`src/rtl/core/fra_pkg.sv`:
```
package fra_pkg;

    localparam logic [1:0] CMD_ADD = 2'd0;
    localparam logic [1:0] CMD_SUB = 2'd1;
    localparam logic [1:0] CMD_MUL = 2'd2;
    localparam logic [1:0] CMD_DIV = 2'd3;

    typedef enum logic [3:0] {
        S_IDLE,
        S_MUL,
        S_FORM,
        S_LOAD,
        S_GCD_CHK,
        S_GCD_ST,
        S_GCD_WT,
        S_QN_ST,
        S_QN_WT,
        S_QD_ST,
        S_QD_WT,
        S_STORE,
        S_OUT
    } state_t;

    typedef enum logic [1:0] {
        PAIR_RESULT,
        PAIR_FIRST,
        PAIR_SECOND
    } pair_t;

endpackage

```
`src/rtl/core/fraction_arith_reduce_top.sv`:
```
// Fraction add/subtract/multiply/divide with reduction to lowest terms.
// Sequence: three products on the shared multiplier, then for each pair a
// Euclidean gcd (a check state and a divider pass per step) and two quotient
// passes; three gcds and six quotient passes run on one bit-serial divider.
// Throughput: one item at a time; a new transfer is taken only in idle.
// Reset (async, active low) clears the sequencer and the output valid.
module fraction_arith_reduce_top
    import fra_pkg::*;
#(
    parameter int OPERAND_WIDTH = 16
)
(
    input  logic                         clk,
    input  logic                         rst_n,
    input  logic                         in_valid,
    output logic                         in_stall,
    input  logic [1:0]                   command,
    input  logic [OPERAND_WIDTH-1:0]     first_numer,
    input  logic [OPERAND_WIDTH-1:0]     first_denom,
    input  logic [OPERAND_WIDTH-1:0]     second_numer,
    input  logic [OPERAND_WIDTH-1:0]     second_denom,
    output logic                         out_valid,
    input  logic                         out_stall,
    output logic [2*OPERAND_WIDTH+1:0]   result_numer,
    output logic [2*OPERAND_WIDTH-1:0]   result_denom,
    output logic                         whole_result,
    output logic [OPERAND_WIDTH-1:0]     first_numer_reduced,
    output logic [OPERAND_WIDTH-1:0]     first_denom_reduced,
    output logic [OPERAND_WIDTH-1:0]     second_numer_reduced,
    output logic [OPERAND_WIDTH-1:0]     second_denom_reduced
);

    localparam int W  = OPERAND_WIDTH;
    localparam int PW = 2 * W;
    localparam int DW = 2 * W + 1;
    localparam int NW = 2 * W + 2;

    state_t state_reg, state_next;

    logic [1:0]    cmd_reg, cmd_next;
    logic [W-1:0]  a_reg, a_next, b_reg, b_next, d_reg, d_next, e_reg, e_next;
    logic [1:0]    mul_idx_reg, mul_idx_next;
    pair_t         sel_reg, sel_next;
    logic [PW-1:0] pa_reg, pa_next, pb_reg, pb_next, pc_reg, pc_next;
    logic          neg_reg, neg_next;
    logic [DW-1:0] num_reg, num_next, den_reg, den_next;
    logic [DW-1:0] x_reg, x_next, y_reg, y_next;
    logic [DW-1:0] rm_reg, rm_next;
    logic [PW-1:0] rd_reg, rd_next;
    logic [W-1:0]  f1n_reg, f1n_next, f1d_reg, f1d_next;
    logic [W-1:0]  f2n_reg, f2n_next, f2d_reg, f2d_next;

    logic          out_valid_reg, out_valid_next;
    logic [NW-1:0] o_num_reg, o_num_next;
    logic [PW-1:0] o_den_reg, o_den_next;
    logic          o_whole_reg, o_whole_next;
    logic [W-1:0]  o_f1n_reg, o_f1n_next, o_f1d_reg, o_f1d_next;
    logic [W-1:0]  o_f2n_reg, o_f2n_next, o_f2d_reg, o_f2d_next;

    logic [W-1:0]  mul_a, mul_b;
    logic [PW-1:0] mul_p;
    logic [DW-1:0] sum_ext, pa_ext, pb_ext;
    logic          div_start, div_done;
    logic [DW-1:0] div_dividend, div_divisor, div_quo, div_rem;
    logic          out_free;
    logic [NW-1:0] mag_ext;

    fra_div #(.WIDTH(DW)) u_div (
        .clk       (clk),
        .rst_n     (rst_n),
        .start     (div_start),
        .dividend  (div_dividend),
        .divisor   (div_divisor),
        .quotient  (div_quo),
        .remainder (div_rem),
        .done      (div_done)
    );

    assign out_free = !out_valid_reg || !out_stall;

    // shared multiplier operand select
    always_comb
    begin
        mul_a = a_reg;
        mul_b = e_reg;
        case (mul_idx_reg)
            2'd0:
            begin
                mul_a = a_reg;
                mul_b = (cmd_reg == CMD_MUL) ? d_reg : e_reg;
            end
            2'd1:
            begin
                mul_a = b_reg;
                mul_b = (cmd_reg == CMD_MUL) ? e_reg : d_reg;
            end
            default:
            begin
                mul_a = b_reg;
                mul_b = e_reg;
            end
        endcase
        mul_p = mul_a * mul_b;
    end

    // next state
    always_comb
    begin
        state_next = state_reg;
        case (state_reg)
            S_IDLE:    if (in_valid) state_next = S_MUL;
            S_MUL:     if (mul_idx_reg == 2'd2) state_next = S_FORM;
            S_FORM:    state_next = S_LOAD;
            S_LOAD:    state_next = S_GCD_CHK;
            S_GCD_CHK:
            begin
                if (y_reg != '0)
                    state_next = S_GCD_ST;
                else if (x_reg == '0)
                    state_next = S_STORE;
                else
                    state_next = S_QN_ST;
            end
            S_GCD_ST:  state_next = S_GCD_WT;
            S_GCD_WT:  if (div_done) state_next = S_GCD_CHK;
            S_QN_ST:   state_next = S_QN_WT;
            S_QN_WT:   if (div_done) state_next = S_QD_ST;
            S_QD_ST:   state_next = S_QD_WT;
            S_QD_WT:   if (div_done) state_next = S_STORE;
            S_STORE:   state_next = (sel_reg == PAIR_SECOND) ? S_OUT : S_LOAD;
            S_OUT:     if (out_free) state_next = S_IDLE;
            default:   state_next = S_IDLE;
        endcase
    end

    // datapath and outputs
    always_comb
    begin
        cmd_next       = cmd_reg;
        a_next         = a_reg;
        b_next         = b_reg;
        d_next         = d_reg;
        e_next         = e_reg;
        mul_idx_next   = mul_idx_reg;
        sel_next       = sel_reg;
        pa_next        = pa_reg;
        pb_next        = pb_reg;
        pc_next        = pc_reg;
        neg_next       = neg_reg;
        num_next       = num_reg;
        den_next       = den_reg;
        x_next         = x_reg;
        y_next         = y_reg;
        rm_next        = rm_reg;
        rd_next        = rd_reg;
        f1n_next       = f1n_reg;
        f1d_next       = f1d_reg;
        f2n_next       = f2n_reg;
        f2d_next       = f2d_reg;
        out_valid_next = out_valid_reg && out_stall;
        o_num_next     = o_num_reg;
        o_den_next     = o_den_reg;
        o_whole_next   = o_whole_reg;
        o_f1n_next     = o_f1n_reg;
        o_f1d_next     = o_f1d_reg;
        o_f2n_next     = o_f2n_reg;
        o_f2d_next     = o_f2d_reg;
        div_start      = 1'b0;
        div_dividend   = x_reg;
        div_divisor    = y_reg;
        in_stall       = (state_reg != S_IDLE);
        pa_ext         = {1'b0, pa_reg};
        pb_ext         = {1'b0, pb_reg};
        sum_ext        = pa_ext + pb_ext;
        mag_ext        = {1'b0, rm_reg};

        case (state_reg)
            S_IDLE:
            begin
                if (in_valid)
                begin
                    cmd_next     = command;
                    a_next       = first_numer;
                    b_next       = first_denom;
                    d_next       = second_numer;
                    e_next       = second_denom;
                    mul_idx_next = 2'd0;
                    sel_next     = PAIR_RESULT;
                end
            end
            S_MUL:
            begin
                case (mul_idx_reg)
                    2'd0:    pa_next = mul_p;
                    2'd1:    pb_next = mul_p;
                    default: pc_next = mul_p;
                endcase
                mul_idx_next = mul_idx_reg + 2'd1;
            end
            S_FORM:
            begin
                neg_next = 1'b0;
                case (cmd_reg)
                    CMD_ADD:
                    begin
                        num_next = sum_ext;
                        den_next = {1'b0, pc_reg};
                    end
                    CMD_SUB:
                    begin
                        if (pa_reg >= pb_reg)
                            num_next = pa_ext - pb_ext;
                        else
                        begin
                            num_next = pb_ext - pa_ext;
                            neg_next = 1'b1;
                        end
                        den_next = {1'b0, pc_reg};
                    end
                    default:
                    begin
                        num_next = pa_ext;
                        den_next = pb_ext;
                    end
                endcase
            end
            S_LOAD:
            begin
                x_next = num_reg;
                y_next = den_reg;
            end
            S_GCD_ST:
            begin
                div_start = 1'b1;
            end
            S_GCD_WT:
            begin
                if (div_done)
                begin
                    x_next = y_reg;
                    y_next = div_rem;
                end
            end
            S_QN_ST:
            begin
                div_start    = 1'b1;
                div_dividend = num_reg;
                div_divisor  = x_reg;
            end
            S_QN_WT:
            begin
                if (div_done)
                    num_next = div_quo;
            end
            S_QD_ST:
            begin
                div_start    = 1'b1;
                div_dividend = den_reg;
                div_divisor  = x_reg;
            end
            S_QD_WT:
            begin
                if (div_done)
                    den_next = div_quo;
            end
            S_STORE:
            begin
                case (sel_reg)
                    PAIR_RESULT:
                    begin
                        rm_next  = num_reg;
                        rd_next  = den_reg[PW-1:0];
                        num_next = {{(DW-W){1'b0}}, a_reg};
                        den_next = {{(DW-W){1'b0}}, b_reg};
                        sel_next = PAIR_FIRST;
                    end
                    PAIR_FIRST:
                    begin
                        f1n_next = num_reg[W-1:0];
                        f1d_next = den_reg[W-1:0];
                        num_next = {{(DW-W){1'b0}}, d_reg};
                        den_next = {{(DW-W){1'b0}}, e_reg};
                        sel_next = PAIR_SECOND;
                    end
                    default:
                    begin
                        f2n_next = num_reg[W-1:0];
                        f2d_next = den_reg[W-1:0];
                    end
                endcase
            end
            S_OUT:
            begin
                if (out_free)
                begin
                    out_valid_next = 1'b1;
                    o_num_next     = (neg_reg && rm_reg != '0) ? (~mag_ext + 1'b1) : mag_ext;
                    o_den_next     = rd_reg;
                    o_whole_next   = (rm_reg == '0) || (rd_reg == PW'(1));
                    o_f1n_next     = f1n_reg;
                    o_f1d_next     = f1d_reg;
                    o_f2n_next     = f2n_reg;
                    o_f2d_next     = f2d_reg;
                end
            end
            default:
            begin
            end
        endcase
    end

    always_ff @(posedge clk or negedge rst_n)
    begin
        if (!rst_n)
        begin
            state_reg     <= S_IDLE;
            out_valid_reg <= 1'b0;
        end
        else
        begin
            state_reg     <= state_next;
            out_valid_reg <= out_valid_next;
        end
    end

    always_ff @(posedge clk)
    begin
        cmd_reg     <= cmd_next;
        a_reg       <= a_next;
        b_reg       <= b_next;
        d_reg       <= d_next;
        e_reg       <= e_next;
        mul_idx_reg <= mul_idx_next;
        sel_reg     <= sel_next;
        pa_reg      <= pa_next;
        pb_reg      <= pb_next;
        pc_reg      <= pc_next;
        neg_reg     <= neg_next;
        num_reg     <= num_next;
        den_reg     <= den_next;
        x_reg       <= x_next;
        y_reg       <= y_next;
        rm_reg      <= rm_next;
        rd_reg      <= rd_next;
        f1n_reg     <= f1n_next;
        f1d_reg     <= f1d_next;
        f2n_reg     <= f2n_next;
        f2d_reg     <= f2d_next;
        o_num_reg   <= o_num_next;
        o_den_reg   <= o_den_next;
        o_whole_reg <= o_whole_next;
        o_f1n_reg   <= o_f1n_next;
        o_f1d_reg   <= o_f1d_next;
        o_f2n_reg   <= o_f2n_next;
        o_f2d_reg   <= o_f2d_next;
    end

    assign out_valid            = out_valid_reg;
    assign result_numer         = o_num_reg;
    assign result_denom         = o_den_reg;
    assign whole_result         = o_whole_reg;
    assign first_numer_reduced  = o_f1n_reg;
    assign first_denom_reduced  = o_f1d_reg;
    assign second_numer_reduced = o_f2n_reg;
    assign second_denom_reduced = o_f2d_reg;

endmodule

```
`src/rtl/core/fra_div.sv`:
```
module fra_div
    import fra_pkg::*;
#(
    parameter int WIDTH = 33
)
(
    input  logic             clk,
    input  logic             rst_n,
    input  logic             start,
    input  logic [WIDTH-1:0] dividend,
    input  logic [WIDTH-1:0] divisor,
    output logic [WIDTH-1:0] quotient,
    output logic [WIDTH-1:0] remainder,
    output logic             done
);

    localparam int CW = $clog2(WIDTH);

    logic [WIDTH-1:0] rem_reg, rem_next;
    logic [WIDTH-1:0] quo_reg, quo_next;
    logic [WIDTH-1:0] dsr_reg, dsr_next;
    logic [CW-1:0]    cnt_reg, cnt_next;
    logic             busy_reg, busy_next;
    logic             done_reg, done_next;
    logic [WIDTH:0]   rem_sh;
    logic [WIDTH:0]   diff;

    // one restoring step per cycle, MSB first
    always_comb
    begin
        rem_sh    = {rem_reg, quo_reg[WIDTH-1]};
        diff      = rem_sh - {1'b0, dsr_reg};
        rem_next  = rem_reg;
        quo_next  = quo_reg;
        dsr_next  = dsr_reg;
        cnt_next  = cnt_reg;
        busy_next = busy_reg;
        done_next = 1'b0;
        if (start)
        begin
            rem_next  = '0;
            quo_next  = dividend;
            dsr_next  = divisor;
            cnt_next  = '0;
            busy_next = 1'b1;
        end
        else if (busy_reg)
        begin
            if (!diff[WIDTH])
            begin
                rem_next = diff[WIDTH-1:0];
                quo_next = {quo_reg[WIDTH-2:0], 1'b1};
            end
            else
            begin
                rem_next = rem_sh[WIDTH-1:0];
                quo_next = {quo_reg[WIDTH-2:0], 1'b0};
            end
            cnt_next = cnt_reg + 1'b1;
            if (cnt_reg == CW'(WIDTH - 1))
            begin
                busy_next = 1'b0;
                done_next = 1'b1;
            end
        end
    end

    always_ff @(posedge clk or negedge rst_n)
    begin
        if (!rst_n)
        begin
            busy_reg <= 1'b0;
            done_reg <= 1'b0;
            cnt_reg  <= '0;
        end
        else
        begin
            busy_reg <= busy_next;
            done_reg <= done_next;
            cnt_reg  <= cnt_next;
        end
    end

    always_ff @(posedge clk)
    begin
        rem_reg <= rem_next;
        quo_reg <= quo_next;
        dsr_reg <= dsr_next;
    end

    assign quotient  = quo_reg;
    assign remainder = rem_reg;
    assign done      = done_reg;

endmodule
```
`config.mk`:
```
export PLATFORM = sky130hd
export DESIGN_NAME = fraction_arith_reduce_top
export DESIGN_NICKNAME = d
export VERILOG_FILES = /design/src/rtl/core/fra_pkg.sv /design/src/rtl/core/fraction_arith_reduce_top.sv /design/src/rtl/core/fra_div.sv
export SDC_FILE = /design/constraint.sdc
export NUM_CORES = 2
export LEC_CHECK = 0
export ABC_AREA = 1
export BUFFER_PORTS_ARGS = -buffer_cell sky130_fd_sc_hd__buf_2
export CAP_MARGIN = 20
export CELL_PAD_IN_SITES_DETAIL_PLACEMENT = 0
export CELL_PAD_IN_SITES_GLOBAL_PLACEMENT = 1
export CORE_MARGIN = 4
export CORE_UTILIZATION = 53
export CTS_CLUSTER_DIAMETER = 120
export DETAILED_ROUTE_END_ITERATION = 12
export GPL_TIMING_DRIVEN = 0
export MAX_ROUTING_LAYER = met4
export PLACE_DENSITY_LB_ADDON = 0.1
export RECOVER_POWER = 25
export SKIP_LAST_GASP = 1
export SYNTH_ARGS = -nofsm -noshare
export SYNTH_HDL_FRONTEND = slang
export SYNTH_SLANG_ARGS = --single-unit
export TNS_END_PERCENT = 5
```
`constraint.sdc`:
```
create_clock -name clk -period 22.3 [get_ports clk]
set_clock_uncertainty 0.2 [all_clocks]
set_input_delay 1.115 -clock clk [delete_from_list [all_inputs] [get_ports clk]]
set_output_delay 1.115 -clock clk [all_outputs]
set_load 0.03 [all_outputs]
```
==> impl_summary.txt <==
----------------------------------------------------
[Setup path]
  Required arrival time at the worst endpoint ... around 23 ns
  Max Fanout on Critical Path ... 10
  Sort of element at the end of the critical path ... flip-flop
  CP most frequent cell ... sky130_fd_sc_hd__fa_1
  Slowest cell on the critical path ... sky130_fd_sc_hd__inv_1
  Largest stage delay on the critical path ... around 0.55 ns
  Crit start category ... flip-flop
  Critical path data arrival time ... 8.59 ns
  Startpoint-to-endpoint class of the critical path ... reg -> reg

[STA]
  Unrepaired setup endpoints after global routing ... false
  Final setup violation count ... 0
  Highest clock frequency the design can meet ... 119 MHz
  Slew at the pin closest to its max-slew limit ... 3.50 ns
  Worst slew margin relative to its limit ... -133%
  Time the worst path needs with I/O delays and setup ... 8.39 ns
  Max Transition Viols Final ... 63
  Hold Fails Final Rpt ... 0
  Fin crit share ... a little under two fifths
  Sum of negative setup slack ... 0 ns

[Status]
  Outcome ... complete, but fails checks
  Violations in the final reports ... capacitance limit, slew limit

[Die]
  Row cnt ... 105
  Overall die width ... 297 µm
  # IOs ... 203
  Total Die Area ... 0.0885 mm²
  Initial core utilization ... roughly 54%
  CORE AREA ... 0.0826 mm²
  Die Height ... 297 µm

[Final layout]
  Share of final-layout standard cells stronger than drive strength 1 ... 9.50%
  Flip-flop count of the largest register after layout ... 34
  Final layout net count ... 5780
  Register Area ... ~0.02 mm²
  Synth-to-layout area growth ... 11.2%
  Most common cell after layout, fill and taps aside ... sky130_fd_sc_hd__nand2_1
  Final core utilization ... 59.8%
  Most frequent cells in the layout ... 1297 x sky130_fd_sc_hd__nand2_1, 805 x sky130_fd_sc_hd__inv_1, 625 x sky130_fd_sc_hd__edfxtp_1
  Area occupied by multi-input gates ... just over 0.02 mm²
  Count of filler cells inserted in the layout ... approximately 7400

[Yosys]
  Share of async-settable or async-resettable flops after synthesis ... 1.94%
  Number of nets in the synthesized netlist ... 5486
  Per-instance average area after synthesis ... 8.92 µm²
  Main synth FF type ... sky130_fd_sc_hd__edfxtp_1
  Unique cell type count in the Yosys netlist ... 60
  Number of flops mapped to enable cells by yosys ... about 630
  Cell count after synthesis ... 4978
  Synthesis Warnings ... 0
  Sequential-to-total area share from yosys stat ... 44.5%
  Number of flip-flops and latches in the synthesized netlist ... 671
  Cell area after synthesis ... 0.0444 mm²

[Route]
  Number of DRC markers in iteration 0 ... just over 4000
  First drt pass iteration count ... 6
  Drt total wl ... 157000 µm
  Antenna violation net count after detailed routing ... 0
  Count of unresolved DRC violations after routing ... 0
  Count of vias placed by the detailed router ... 36500
  Average via count per standard cell ... roughly 5.7
  Detailed-route wire length per cell ... 24.6 µm

[Clock network]
  Clock sink count ... 671
  Clk root buf ... sky130_fd_sc_hd__clkbuf_16
  Count of hold buffers inserted by post-cts repair ... 0
  Number of buffers added for setup after CTS ... 0
  Post-cts sizing count ... 0
  Number of buffers created by CTS ... slightly above 70
  Clock latency on the worst-skew pair ... 0.64 ns
  Clock tree from TritonCTS ... built
  Post-CTS clock slew at the launch and capture registers of the worst setup and hold paths ... about 0.060 ns
  Max H-tree Level ... 3
  Clock tree buffer depth ... 3

[Global routing]
  Antenna violations before repair ... 6
  Grt met3 use ... between 6 and 7%
  Pin count of the biggest net entering global routing ... 63
  Global-route met1 utilization ... between 40% and 50%
  GR Util All Layers ... a little over a third
  Final global-route overflow total ... 0
  Number of global-route vias before repair ... about 34000
  Global-route wire length before repair ... ~230000 µm
  Top Usage Layer GRT ... met2
  Met2 usage ... 54.7%

[Place]
  Detailed placement HPWL ... 128000 µm
  PortBufs ... 202
  Final weighted congestion in routability-driven placement ... 1.09

[Worst hold path]
  Class of the most critical hold timing path ... reg -> reg

[Run]
  Max capacitance violation total ... 1

----------------------------------------------------
## critical path: cells and delay by family (launching register included)
kind | cells | cell delay, ns
buffers and inverters | 7 | 1.63
adder cells (fa/ha/maj) | 8 | 3.47
AO/OA/AOI/OAI | 3 | 0.98
flip-flops | 1 | 0.42
AND/OR/NAND/NOR | 8 | 1.10
XOR/XNOR | 1 | 0.35
## path summary, 6_finish.rpt
check                                        startpoint                                end  slack (ns)  cells after the start
min                               f1d_reg[12]$_DFFE_PP_  first_denom_reduced[12]$_DFFE_PP_        0.21                      0
max reg2reg                mul_idx_reg[0]$_SDFFCE_PN0P_               pc_reg[25]$_DFFE_PP_       13.91                     27
max                        mul_idx_reg[0]$_SDFFCE_PN0P_               pc_reg[25]$_DFFE_PP_       13.91                     27
min reg2reg                       f1d_reg[12]$_DFFE_PP_  first_denom_reduced[12]$_DFFE_PP_        0.21                      0
min in group asynchronous                         rst_n                out_valid$_DFF_PN0_        0.30                      1
max in group asynchronous                         rst_n           state_reg[0]$_DFFE_PN0P_       21.14                      1
## cell type report
class                   count  share of cell area (%)
repair buffers            221                    2.56
diodes                      5                  0.0253
inverters                 838                    6.37
clock inverters            40                   0.919
plain buffers             145                    1.68
clock buffers              88                    3.81
flip-flops and latches    671                    40.0
multi-input cells        3324                    41.9
well taps                1070                    2.71
## routing by layer
| metal | up-vias | wire length, µm |
|---|---|---|
| met5 | - | 0 |
| met4 | 0 | 8030 |
| met3 | 308 | 14700 |
| met2 | 1854 | 71000 |
| met1 | 17500 | 63500 |
| li1 | 16800 | - |
## metrics by stage
| step | instances | hold WS (ns) | cell area (µm²) | setup WS (ns) |
|---|---|---|---|---|
| after floorplan | 4978 | 0.200 | 44400 | 14.15 |
| after global placement | 6250 | 0.200 | 46800 | 11.33 |
| after detailed placement | 6264 | 0.205 | 47100 | 14.06 |
| after CTS | 6392 | 0.141 | 49400 | 14.01 |
| after global routing | 6401 | 0.220 | 49400 | 13.58 |
| final | 6402 | 0.214 | 49400 | 13.91 |
## logic make-up after synthesis
logic type                 count (synthesis)  share of synthesized area [%]
buffers and inverters                    983                           8.95
xor gates and xnor gates                 109                           2.15
AOI/OAI and AO/OA                        712                           9.25
muxes                                     22                          0.558
adders and majority gates                438                           15.7
and+or+nand+nor                         2043                           18.9
DFF                                      671                           44.5
## cells in the mapped netlist (19+ instances only)
library cell,number,area [µm²]
sky130_fd_sc_hd__o21ai_0,278,1390
sky130_fd_sc_hd__nor3_1,33,165
sky130_fd_sc_hd__inv_1,806,3030
sky130_fd_sc_hd__clkbuf_1,55,206
sky130_fd_sc_hd__xnor2_1,37,324
sky130_fd_sc_hd__nor2_1,370,1390
sky130_fd_sc_hd__o211ai_1,25,188
sky130_fd_sc_hd__a221oi_1,19,166
sky130_fd_sc_hd__buf_2,42,210
sky130_fd_sc_hd__ha_1,240,3000
sky130_fd_sc_hd__nand2_1,1297,4870
sky130_fd_sc_hd__nand3_1,202,1010
sky130_fd_sc_hd__nor4_1,32,200
sky130_fd_sc_hd__edfxtp_1,625,18800
sky130_fd_sc_hd__nor2_2,19,119
sky130_fd_sc_hd__mux2_2,22,248
sky130_fd_sc_hd__o21bai_1,20,150
sky130_fd_sc_hd__a21oi_1,236,1180
sky130_fd_sc_hd__fa_1,198,3960
sky130_fd_sc_hd__dfxtp_1,33,661
sky130_fd_sc_hd__inv_2,28,105
sky130_fd_sc_hd__xor2_1,72,631
sky130_fd_sc_hd__buf_4,23,173
sky130_fd_sc_hd__nand4_1,37,231
sky130_fd_sc_hd__o21ai_1,22,110
Power is not shown: default switching activity piles up to over one toggle a cycle in this logic, so the estimate is an artifact.
